$ cat src/design/cfs_pkg.sv
// Types and constants shared by the CSV field splitter modules.
package cfs_pkg;

  localparam logic [7:0] QUOTE_BYTE  = 8'h22;
  localparam logic [7:0] DELIM_RESET = 8'd44;
  localparam int unsigned MAX_RESULTS = 3;

  localparam logic KIND_DATA = 1'b0;
  localparam logic KIND_EOF  = 1'b1;

  typedef struct packed {
    logic [7:0] text_byte;
    logic       line_end;
  } in_item_t;

  typedef struct packed {
    logic       kind;
    logic [7:0] data_byte;
    logic       last;
  } out_item_t;

  typedef struct packed {
    logic in_quotes;
    logic quote_pending;
  } cfs_state_t;

endpackage

$ cat src/design/csv_field_splitter_top.sv
// Top level of the CSV field splitter: config register, quote state, result buffer.
//
// One text byte is taken per cycle while the input side is not stalled. A byte that yields
// k results (at most three, and more than one only on the line's final byte) holds the
// input side stalled while the three-entry result register drains one result per cycle
// (while out_stall_i is low); a byte that yields none (an opening or pending quote) does not
// stall the input. The input is taken again in the same cycle as the buffer's final result
// leaves, so ordinary field bytes stream at one per cycle while the receiver does not stall.
module csv_field_splitter_top (
  input  logic               clk_i,
  input  logic               rst_ni,
  input  logic               cfg_we_i,
  input  logic [7:0]         cfg_wdata_i,
  input  logic               in_valid_i,
  output logic               in_stall_o,
  input  cfs_pkg::in_item_t  in_item_i,
  output logic               out_valid_o,
  input  logic               out_stall_i,
  output cfs_pkg::out_item_t out_item_o
);
  import cfs_pkg::*;

  logic [7:0] delim_q;
  cfs_state_t state_q, state_d;
  out_item_t  res_q [MAX_RESULTS];
  out_item_t  res_d [MAX_RESULTS];
  logic [1:0] cnt_q, cnt_d;
  logic [1:0] idx_q, idx_d;
  logic [1:0] dec_count;
  logic       pop;
  logic       accept;
  logic       load;

  cfs_decode u_decode (
    .item_i      (in_item_i),
    .delimiter_i (delim_q),
    .state_i     (state_q),
    .state_o     (state_d),
    .res_o       (res_d),
    .count_o     (dec_count)
  );

  assign out_valid_o = (cnt_q != 2'd0);
  assign out_item_o  = res_q[idx_q];
  assign pop         = out_valid_o && !out_stall_i;
  // free when empty, or when the final buffered result leaves this cycle
  assign in_stall_o  = !((cnt_q == 2'd0) || (cnt_q == 2'd1 && pop));
  assign accept      = in_valid_i && !in_stall_o;
  assign load        = accept && (dec_count != 2'd0);

  always_comb begin
    cnt_d = cnt_q;
    idx_d = idx_q;
    if (load) begin
      cnt_d = dec_count;
      idx_d = 2'd0;
    end else if (pop) begin
      cnt_d = cnt_q - 2'd1;
      idx_d = idx_q + 2'd1;
    end
  end

  always_ff @(posedge clk_i or negedge rst_ni) begin
    if (!rst_ni) begin
      delim_q <= DELIM_RESET;
      state_q <= '0;
      cnt_q   <= 2'd0;
      idx_q   <= 2'd0;
    end else begin
      if (cfg_we_i) begin
        delim_q <= cfg_wdata_i;
      end
      if (accept) begin
        state_q <= state_d;
      end
      cnt_q <= cnt_d;
      idx_q <= idx_d;
    end
  end

  always_ff @(posedge clk_i) begin
    if (load) begin
      for (int i = 0; i < MAX_RESULTS; i++) begin
        res_q[i] <= res_d[i];
      end
    end
  end

endmodule

$ cat src/design/cfs_decode.sv
// Per-byte decode: quote tracking and up to three results for one text byte.
module cfs_decode (
  input  cfs_pkg::in_item_t   item_i,
  input  logic [7:0]          delimiter_i,
  input  cfs_pkg::cfs_state_t state_i,
  output cfs_pkg::cfs_state_t state_o,
  output cfs_pkg::out_item_t  res_o [cfs_pkg::MAX_RESULTS],
  output logic [1:0]          count_o
);
  import cfs_pkg::*;

  always_comb begin
    logic       consumed;
    logic       split;
    logic [1:0] n;
    cfs_state_t st;

    consumed = 1'b0;
    split    = 1'b0;
    n        = 2'd0;
    st       = state_i;
    for (int i = 0; i < MAX_RESULTS; i++) begin
      res_o[i] = '0;
    end

    if (st.quote_pending) begin
      st.quote_pending = 1'b0;
      if (item_i.text_byte == QUOTE_BYTE) begin
        // doubled quote inside a quoted section
        res_o[n] = '{kind: KIND_DATA, data_byte: QUOTE_BYTE, last: 1'b0};
        n        = n + 2'd1;
        consumed = 1'b1;
      end else begin
        st.in_quotes = 1'b0;
      end
    end

    if (!consumed) begin
      if (!st.in_quotes && item_i.text_byte == delimiter_i) begin
        res_o[n] = '{kind: KIND_EOF, data_byte: 8'd0, last: 1'b0};
        n        = n + 2'd1;
        split    = 1'b1;
      end else if (item_i.text_byte == QUOTE_BYTE) begin
        if (!st.in_quotes) begin
          st.in_quotes = 1'b1;
        end else begin
          st.quote_pending = 1'b1;
        end
      end else begin
        res_o[n] = '{kind: KIND_DATA, data_byte: item_i.text_byte, last: 1'b0};
        n        = n + 2'd1;
      end
    end

    if (item_i.line_end) begin
      if (!split) begin
        res_o[n] = '{kind: KIND_EOF, data_byte: 8'd0, last: 1'b0};
        n        = n + 2'd1;
      end
      // trailing delimiter adds an empty field, even inside open quotes
      if (item_i.text_byte == delimiter_i) begin
        res_o[n] = '{kind: KIND_EOF, data_byte: 8'd0, last: 1'b0};
        n        = n + 2'd1;
      end
      res_o[n - 2'd1].last = 1'b1;
      st = '0;
    end

    state_o = st;
    count_o = n;
  end

endmodule

$ cat config.mk
export PLATFORM = sky130hd
export DESIGN_NAME = csv_field_splitter_top
export DESIGN_NICKNAME = d
export VERILOG_FILES = /design/src/design/cfs_pkg.sv /design/src/design/csv_field_splitter_top.sv /design/src/design/cfs_decode.sv
export SDC_FILE = /design/constraint.sdc
export NUM_CORES = 1
export LEC_CHECK = 0
export BUFFER_PORTS_ARGS = -buffer_cell sky130_fd_sc_hd__buf_2
export CORE_ASPECT_RATIO = 1.1
export CORE_UTILIZATION = 53
export CTS_BUF_LIST = sky130_fd_sc_hd__clkbuf_4 sky130_fd_sc_hd__clkbuf_8
export DETAILED_ROUTE_END_ITERATION = 10
export HOLD_SLACK_MARGIN = 0.03
export PLACE_DENSITY = 0.77
export SLEW_MARGIN = 20
export SYNTH_ARGS = -nofsm -noshare
export SYNTH_HDL_FRONTEND = slang
export SYNTH_SLANG_ARGS = --single-unit
export TNS_END_PERCENT = 1
$ cat constraint.sdc
create_clock -name clk_i -period 3.9 [get_ports clk_i]
set_input_delay 0.78 -clock clk_i [delete_from_list [all_inputs] [get_ports clk_i]]
set_output_delay 0.78 -clock clk_i [all_outputs]
set_load 0.005 [all_outputs]
---- Word-level counts from Yosys, hierarchy flattened ----
Memory sizes are Yosys's and may differ from the RTL's.
Index checks and enable logic that the tools add are counted.
word-level totals
  bits in registers ....................... 14
  memories ................................ 1
  RAM bits ................................ 30
memory list
  memory  depth  bits a word  read ports  clocked after Yosys merged registers in  write ports  line                          text
  res_q   3      10           1           0                                        3            csv_field_splitter_top.sv:25  out_item_t res_q [MAX_RESULTS];
cells by class
  bitwise gates (word level) .............. 13
  $lt $le $gt $ge ......................... 8
  mux-type cells .......................... 47
  reductions and logical operators ........ 17
  eq/ne operators ......................... 3
  $add $sub $neg .......................... 6
operator list
  cell                 number
  $mux 30              8
  $and 27x27->27       3
  $not 27->27          3
  $demux 10 s2         4
  $bwmux 30            2
  $mux 10              4
  $mux 2               18
  $ge 3x3->1 const B   4
  $lt 3x1->1 const B   4
  $not 2->3            4
  $mux 1               10
  $logic_and 1x1->1    9
  $or 3x3->3           3
  $add 2x1->2 const B  4
  $eq 8x6->1 const B   1
  $eq 8x8->1           1
  $mux 7               1
  $reduce_bool 2->1    3
  $sub 2x1->2 const B  2
  $logic_not 1->1      3
  $eq 2x1->1 const B   1
  $logic_not 2->1      1
  $logic_or 1x1->1     1

---- Logic depth before layout (Yosys ltp) ----
Gate-level depths: netlist of run 1.
  word-level depth ........................ 21
  depth in mapped cells ................... 9
  mapped depth without buffers ............ 9

---- Cells and area by module ----
A second synthesis of run 1 with hierarchy kept.
second synthesis, totals
  cells, all modules ...................... 184
  area total of the unflattened synthesis .. 2263.4 µm²
by module, submodules not included
  module                  area each (µm²)  times used  cells each
  csv_field_splitter_top  1757.9           1           114
  cfs_decode              505.5            1           70

---- Worst setup path before layout of run 1 ----
No wires, ideal clock.
  path kind ............................... input to register
  start point ............................. input in_item_i[7] in the netlist's numbering
  end point ............................... memory res_q[0][0] in the netlist's numbering (enable)
  slack ................................... 598 ps
  arrival time ............................ 2912 ps
  buffers on the path ..................... 0
  stages on the path ...................... 7
  library setup time ...................... 391 ps
  cell sequence ........................... xor2_1 > nor4_4 > nand2_4 > o31a_1 > inv_1 > ha_1 > a311oi_4
RTL lines
  element             line                          text
  start: declaration  csv_field_splitter_top.sv:16  input cfs_pkg::in_item_t in_item_i,
  end: declaration    csv_field_splitter_top.sv:25

==> load_flow_metrics.sql, run 1 <==
INSERT INTO impl_metrics (metric_group, metric, value, unit) VALUES
('yosys', 'post-synth-top-area-fraction', '35.75', '%'),
('yosys', 'synth_xor_xnor_area_share', '5.213', '%'),
('power', 'clock_power_share', '21.3', '%'),
('finish', 'final_net_count', '216', ''),
('clock_network', 'clk-insertion-delay-late', '0.34', 'ns'),
('global_route', 'global_route.overflow_total', '0', ''),
('floorplanning', 'design.die.area', '0.003727', 'sq mm'),
('run_status', 'outcome', 'finished clean', ''),
('yosys', 'synth_top_family_by_area', 'simple AND/OR/NAND/NOR gates', ''),
('finish', 'layout-drive-gt1-share', '32.98', '%'),
('sta', 'slew_headroom', '60.93', '%'),
('sta', 'setup_slack', '0.9683', 'ns'),
('sta', 'timing_hold_violations_final', '0', ''),
('global_route', 'gr-usage-all-layers', '18.57', '%'),
('yosys', 'synth_compound_gate_area_share', '8.869', '%'),
('global_route', 'maximum_number_of_pins_on_one_net_before_global_route_repair', '22', ''),
('worst_setup_path', 'capturing_element_type_of_the_critical_path', 'flop', ''),
('global_route', 'antenna_found_initial', '0', ''),
('sta', 'grt_setup_unrepaired', 'no', ''),
('drt', 'postRouteAntennaNets', '0', ''),
('finish', 'num_antenna_cells', '0', ''),
('drt', 'met1Wirelength', '1.269', 'mm'),
('drt', 'wl_met3', '158', 'microns'),
('worst_setup_path', 'crit_fanout', '21', ''),
('power', 'sw_frac_of_total', '31.52', '%'),
('drt', 'drt_iter0_drc', '42', ''),
('floorplanning', 'dieHeight', '63.93', 'microns'),
('power', 'power_leakage', '0.9400', 'nW'),
('floorplanning', 'initial_core_util', '55.48', '%'),
('finish', 'syn_to_final_growth', '18.21', '%'),
('placed_design', 'place_worst_setup_slack', '0.6088', 'ns'),
('worst_setup_path', 'cp_data_required_time', '3.96', 'ns'),
('drt', 'first_pass_iters', '4', ''),
('yosys', 'synth-seq-area-share', '54.91', '%'),
('worst_hold_path', 'min_delay_path_class', 'input pin to asynchronous set/reset pin', ''),
('power', 'cell_internal_pwr', '0.8433', 'mW'),
('drt', 'wl_per_cell', '13.03', 'microns'),
('placed_design', 'numPortBuffers', '33', ''),
('power', 'seq_power_share', '47.2', '%'),
('job', 'timing.max_cap.violations', '0', ''),
('worst_setup_path', 'startpoint_type', 'input pin', ''),
('worst_setup_path', 'critical_path_arrival', '2.99', 'ns'),
('clock_network', 'cts_hold_buf', '0', ''),
('yosys', 'syn_area', '0.001848', 'sq mm'),
('clock_network', 'worst_setup_hold_path_clk_slew', '0.11', 'ns'),
('yosys', 'postSynthAreaPerCell', '12.66', 'sq um'),
('yosys', 'yosysWarningCount', '0', ''),
('clock_network', 'cts-htree-levels', '2', ''),
('sta', 'timing.final.setup_violations', '0', ''),
('sta', 'skew', '0.004363', 'ns'),
('placed_design', 'hpwlAfterDp', '2.489', 'mm'),
('drt', 'number_of_drc_violations_after_detailed_routing', '0', ''),
('drt', 'wl', '3.113', 'mm'),
('drt', 'avgViaCountPerCell', '5.050', ''),
('sta', 'max_freq', '341.1', 'MHz'),
('sta', 'setup_tns', '0', 'ns'),
('floorplanning', 'io-pin-count', '34', ''),
('yosys', 'synth_top_area_cell', 'sky130_fd_sc_hd__edfxtp_1', ''),
('power', 'power.share.combinational', '31.6', '%'),
('yosys', 'cell_types_with_the_largest_area_share_after_synthesis', 'sky130_fd_sc_hd__edfxtp_1 (36%), sky130_fd_sc_hd__dfrtp_1 (15%), sky130_fd_sc_hd__mux2i_1 (5.4%)', ''),
('worst_setup_path', 'critical_setup_path_class', 'input pin to flop', ''),
('yosys', 'synth_cell_type_count', '37', ''),
('yosys', 'post_synth_inst_count', '146', ''),
('clock_network', 'tritoncts.num_buffers', '5', ''),
('power', 'power.ir.vdd_worst', '0.0003112', 'V'),
('yosys', 'adder_cell_share_of_the_synthesized_area', '2.708', '%'),
('power', 'powerDensity', '563.7', 'mW/mm^2'),
('global_route', 'grt_pass1_vias', '1150', ''),
('clock_network', 'cts_max_path_buffers', '2', ''),
('yosys', 'synth.area.mux_share', '10.29', '%'),
('drt', 'detailroute.via_count', '1207', '');
-- flip-flops by register name, summed over array words and instances (netlist names) --
register and flops:
cnt_q 2, res_q 22, delim_q 8, state_q 2
idx_q 2
-- power groups by stage --
stage                     registers (mW)  logic, mW  clock network (mW)
after global routing               0.595      0.431               0.282
final                              0.581      0.389               0.262
after CTS                          0.583      0.393               0.265
after detailed placement           0.591      0.392                   0
after global placement             0.583      0.376                   0
after floorplan                    0.546      0.287                   0
-- through the flow --
step                cells  hold WS [ns]  instance area, sq um  utilization (%)
finish                239        0.3159                  2185            65.59
global route          239        0.3192                  2185            65.59
CTS                   239        0.3210                  2185            65.59
detailed placement    231        0.5196                  2105            63.19
global placement      231        0.5023                  2105            63.19
floorplan             153        0.4713                  1874                -
-- worst paths after layout --
path                                   startpoint                      to  slack (ns)  cells after the start
hold / removal                             rst_ni  delim_q[6]$_DFFE_PN0P_        0.32                      1
setup reg to reg           delim_q[5]$_DFFE_PN1P_   res_q[1][4]$_DFFE_PP_        1.14                      8
setup / recovery                     in_item_i[7]   res_q[1][4]$_DFFE_PP_        0.97                      9
min in group clk_i         delim_q[6]$_DFFE_PN0P_  delim_q[6]$_DFFE_PN0P_        0.54                      1
hold reg to reg            delim_q[6]$_DFFE_PN0P_  delim_q[6]$_DFFE_PN0P_        0.54                      1
max in group asynchronous                  rst_ni  delim_q[5]$_DFFE_PN1P_        3.29                      1
-- logic make-up (layout without fill, tap and decap cells) --
| group | Yosys count | count (layout) |
|---|---|---|
| AND/OR/NAND/NOR | 45 | 45 |
| AO/OA/AOI/OAI | 18 | 18 |
| XOR/XNOR | 11 | 11 |
| other | 1 | 8 |
| adder cells (fa/ha/maj) | 4 | 4 |
| multiplexers | 18 | 18 |
| flip-flops | 36 | 36 |
| buffers and inverters | 13 | 51 |
-- metal layers --
metal  global-route usage, %  vias up
met5                       0        -
met4                   7.143        0
li1                        -      600
met1                   20.90      566
met2                   32.04       34
met3                   6.275        7
-- final cells by class --
| type | instances | area, sq um |
|---|---|---|
| fill | 271 | 1146 |
| sequential | 36 | 1015 |
| multi-input combinational | 104 | 810.8 |
| timing repair buffer | 34 | 185.2 |
| tap | 48 | 60.06 |
| clock buffer | 6 | 45.04 |
| clock inverter | 2 | 35.03 |
| inverter | 9 | 33.78 |
-- cells in the mapped netlist (all sizes together) --
library cell	count
edfxtp	22
nor2	13
dfrtp	11
mux2i	10
inv	9
nand2	9
xor2	9
mux2	8
nor2b	7
and2	6
ha	4
a21oi	3
clkbuf	3
dfstp	3
o21ai	3
a311oi	2
and3	2
nor3	2
nor4	2
nor4b	2
o31ai	2
xnor2	2
a211o	1
a21o	1
a22o	1
a31oi	1
buf	1
conb	1
nand2b	1
nand3	1
o221ai	1
o22ai	1
o311ai	1
o31a	1
-- worst max-delay path: stages --
cell                       delay [ns]
sky130_fd_sc_hd__buf_2           0.12
sky130_fd_sc_hd__xor2_1          0.18
sky130_fd_sc_hd__nor4_4          0.42
sky130_fd_sc_hd__nand2_4         0.15
sky130_fd_sc_hd__o31a_1          0.38
sky130_fd_sc_hd__inv_1           0.07
sky130_fd_sc_hd__ha_1            0.25
sky130_fd_sc_hd__a311oi_4        0.40
sky130_fd_sc_hd__buf_12          0.22
(Power assumes the default switching activity.)
==> run 2: changes to the inputs <==
Settings changed: CORE_UTILIZATION 53 to 52, PLACE_DENSITY 0.77 to 0.78.
Clock period 3.9 ns to 2.3 ns, I/O delays scaled along.
==> load_flow_metrics.sql, run 2 (same netlist as run 1, synthesis figures left out) <==
INSERT INTO impl_metrics (metric_group, metric, value, unit) VALUES
('power', 'powerDensity', '878.5', 'mW/mm^2'),
('clock_network', 'clkSinkCount', '36', ''),
('worst_hold_path', 'min_delay_path_class', 'input pin to flop', ''),
('power', 'finalPower', '2.050', 'mW'),
('finish', 'syn_to_final_growth', '26.27', '%'),
('run_status', 'failed_checks', 'setup timing', ''),
('floorplanning', 'floorplan.die.width', '58.84', 'microns'),
('finish', 'layout.cells.most_common_list', 'sky130_fd_sc_hd__buf_2 (33), sky130_fd_sc_hd__edfxtp_1 (22), sky130_fd_sc_hd__buf_4 (13)', ''),
('sta', 'final_period_minus_worst_setup_slack', '2.368', 'ns'),
('sta', 'setup_tns', '-1.301', 'ns'),
('placed_design', 'hpwlAfterDp', '2.605', 'mm'),
('global_route', 'global_route.overflow_total', '0', ''),
('floorplanning', 'io-pin-count', '34', ''),
('global_route', 'maximum_number_of_pins_on_one_net_before_global_route_repair', '15', ''),
('sta', 'max_freq', '422.3', 'MHz'),
('drt', 'avgViaCountPerCell', '5.051', ''),
('clock_network', 'tritoncts_clock_tree', 'done', ''),
('job', 'timing.max_cap.violations', '0', ''),
('placed_design', 'globalplace.congestion', '0.7717', ''),
('drt', 'postRouteAntennaNets', '0', ''),
('sta', 'slew_headroom', '61.05', '%'),
('floorplanning', 'design.die.area', '0.003797', 'sq mm'),
('power', 'power_leakage', '1.011', 'nW'),
('finish', 'layout.filler_cells', '274', ''),
('sta', 'report.final.slew_viol_count', '0', ''),
('drt', 'first_pass_iters', '4', ''),
('worst_setup_path', 'critical_path_arrival', '2.42', 'ns'),
('sta', 'timing_hold_violations_final', '0', ''),
('finish', 'largest_register_ffs', '22', ''),
('clock_network', 'tritoncts.num_buffers', '5', ''),
('finish', 'multi_input_comb_area', '840.8', 'sq um'),
('worst_setup_path', 'worst_r2r_endpoint', 'res_q[1][7]$_DFFE_PP_', ''),
('sta', 'worst_slew_pin_slew', '0.5843', 'ns'),
('clock_network', 'worst_setup_hold_path_clk_slew', '0.10', 'ns'),
('global_route', 'antenna_found_initial', '0', ''),
('sta', 'timing.final.setup_violations', '23', ''),
('global_route', 'grt_pass1_wl', '5.658', 'mm'),
('drt', 'wl_per_cell', '13.14', 'microns'),
('placed_design', 'placed_cells_incl_taps', '243', ''),
('worst_setup_path', 'capturing_element_type_of_the_critical_path', 'flop', ''),
('power', 'power.ir.vdd_worst', '0.0005403', 'V'),
('worst_setup_path', 'startpoint_type', 'flop', ''),
('finish', 'num_antenna_cells', '0', ''),
('sta', 'skew', '0.01144', 'ns'),
('finish', 'ff_latch_area', '0.001015', 'sq mm'),
('worst_setup_path', 'critPathCapture', 'res_q[1][7]$_DFFE_PP_', ''),
('worst_setup_path', 'crit_start', 'delim_q[5]$_DFFE_PN1P_', ''),
('floorplanning', 'core_area', '0.003358', 'sq mm'),
('worst_setup_path', 'crit-reg2reg-launch', 'delim_q[5]$_DFFE_PN1P_', ''),
('finish', 'final_net_count', '232', ''),
('worst_setup_path', 'crit_fanout', '13', ''),
('finish', 'layout_top_registers', 'res_q (22), delim_q (8)', ''),
('global_route', 'grt_pass1_vias', '1311', ''),
('clock_network', 'root_buffer', 'sky130_fd_sc_hd__clkbuf_4', ''),
('finish', 'layout.cells.most_common', 'sky130_fd_sc_hd__buf_2', ''),
('floorplanning', 'row_count', '22', ''),
('floorplanning', 'initial_core_util', '55.03', '%'),
('worst_setup_path', 'worst_r2r_path_depth', '9', ''),
('floorplanning', 'dieHeight', '64.53', 'microns'),
('finish', 'final_cells', '255', ''),
('placed_design', 'numPortBuffers', '33', ''),
('sta', 'min_period_over_period', '103.0', '%'),
('sta', 'setup_slack', '-0.06821', 'ns'),
('drt', 'wl', '3.350', 'mm'),
('clock_network', 'clk-insertion-delay-late', '0.33', 'ns'),
('drt', 'detailroute.via_count', '1288', ''),
('drt', 'number_of_drc_violations_after_detailed_routing', '0', ''),
('worst_setup_path', 'internal_reg_to_reg_setup_slack', '-0.07', 'ns'),
('finish', 'max_flop_register', 'res_q', ''),
('worst_setup_path', 'cp_data_required_time', '2.35', 'ns'),
('clock_network', 'cts-htree-levels', '2', ''),
('clock_network', 'cts_max_path_buffers', '2', ''),
('finish', 'layout-drive-gt1-share', '39.13', '%'),
('global_route', 'gr-usage-all-layers', '20.28', '%'),
('run_status', 'outcome', 'finished with violations', ''),
('worst_setup_path', 'critical_setup_path_class', 'flop to flop', ''),
('sta', 'grt_setup_unrepaired', 'yes', ''),
('drt', 'drt_iter0_drc', '34', '');
[run 2: cell types whose count changed in the layout (fill, tap and decap cells not counted), sizes merged]
cell         change
buf             +15
bufinv           -1
clkinv           +1
dlygate4sd3      +1
[run 2: through the flow]
| step | hold slack (ns) | cell area (sq um) | setup slack (ns) | util, % |
|---|---|---|---|---|
| final | 0.3497 | 2333 | -0.06821 | 69.49 |
| after CTS | 0.3472 | 2323 | -0.07381 | 69.19 |
| after global routing | 0.3446 | 2333 | -0.1548 | 69.49 |
| after detailed placement | 0.3675 | 2215 | -0.3182 | 65.95 |
| after global placement | 0.3616 | 2215 | -0.2264 | 65.95 |
| after floorplan | 0.1644 | 1894 | -0.6609 | - |
[run 2: how the worst min path moves through the flow]
stage / start / cells past startpoint / slack (ns) / endpoint
after global routing: cfg_wdata_i[6] / 2 / 0.34 / delim_q[6]$_DFFE_PN0P_
after CTS: cfg_wdata_i[5] / 2 / 0.35 / delim_q[5]$_DFFE_PN1P_
after detailed placement: rst_ni / 1 / 0.37 / state_q[0]$_DFFE_PN0P_
final: cfg_wdata_i[5] / 2 / 0.35 / delim_q[5]$_DFFE_PN1P_
after global placement: rst_ni / 1 / 0.36 / state_q[1]$_DFFE_PN0P_
after floorplan: rst_ni / 0 / 0.16 / cnt_q[0]$_DFFE_PN0P_
[run 2: report_power, final]
| part | internal (mW) | switching, mW | total (mW) |
|---|---|---|---|
| registers | 0.859 | 0.124 | 0.983 |
| clock network | 0.125 | 0.196 | 0.321 |
| logic | 0.394 | 0.353 | 0.746 |
| total | 1.38 | 0.672 | 2.05 |
[run 2: per-layer routing]
layer	track usage, %	part of all wire (%)	up-vias	wire (microns)
met1	22.75	40	617	1334
met2	37.07	54	42	1797
met3	4.990	5.1	4	170
met4	6.250	1.4	0	48
li1	-	-	625	-
met5	0	0	-	0
[run 2: repair_timing]
item / 4_1_cts / 5_1_grt
endpoints found under the hold margin: 11 / 0
cloned: 1 / 0
endpoints found under the setup margin: 25 / 25
setup buffers: 2 / 0
hold buffers: 1 / 0
gates resized for setup: 2 / 2
pin swaps: 3 / 1
[run 2: critical path, stage by stage (launching register included)]
cell                       delay, ns
sky130_fd_sc_hd__dfstp_2        0.55
sky130_fd_sc_hd__xor2_1         0.08
sky130_fd_sc_hd__nor4_4         0.30
sky130_fd_sc_hd__nand2_4        0.08
sky130_fd_sc_hd__o31a_1         0.28
sky130_fd_sc_hd__inv_2          0.08
sky130_fd_sc_hd__ha_4           0.21
sky130_fd_sc_hd__a311oi_4       0.21
sky130_fd_sc_hd__buf_6          0.16
sky130_fd_sc_hd__buf_12         0.14
[run 2: layout make-up]
cell class,count,share of cell area [%]
timing repair buffer,50,14.21
tap,48,2.574
clock buffer,6,1.930
multi-input combinational,104,36.03
inverter,9,1.448
sequential,36,43.49
clock inverter,2,0.3217
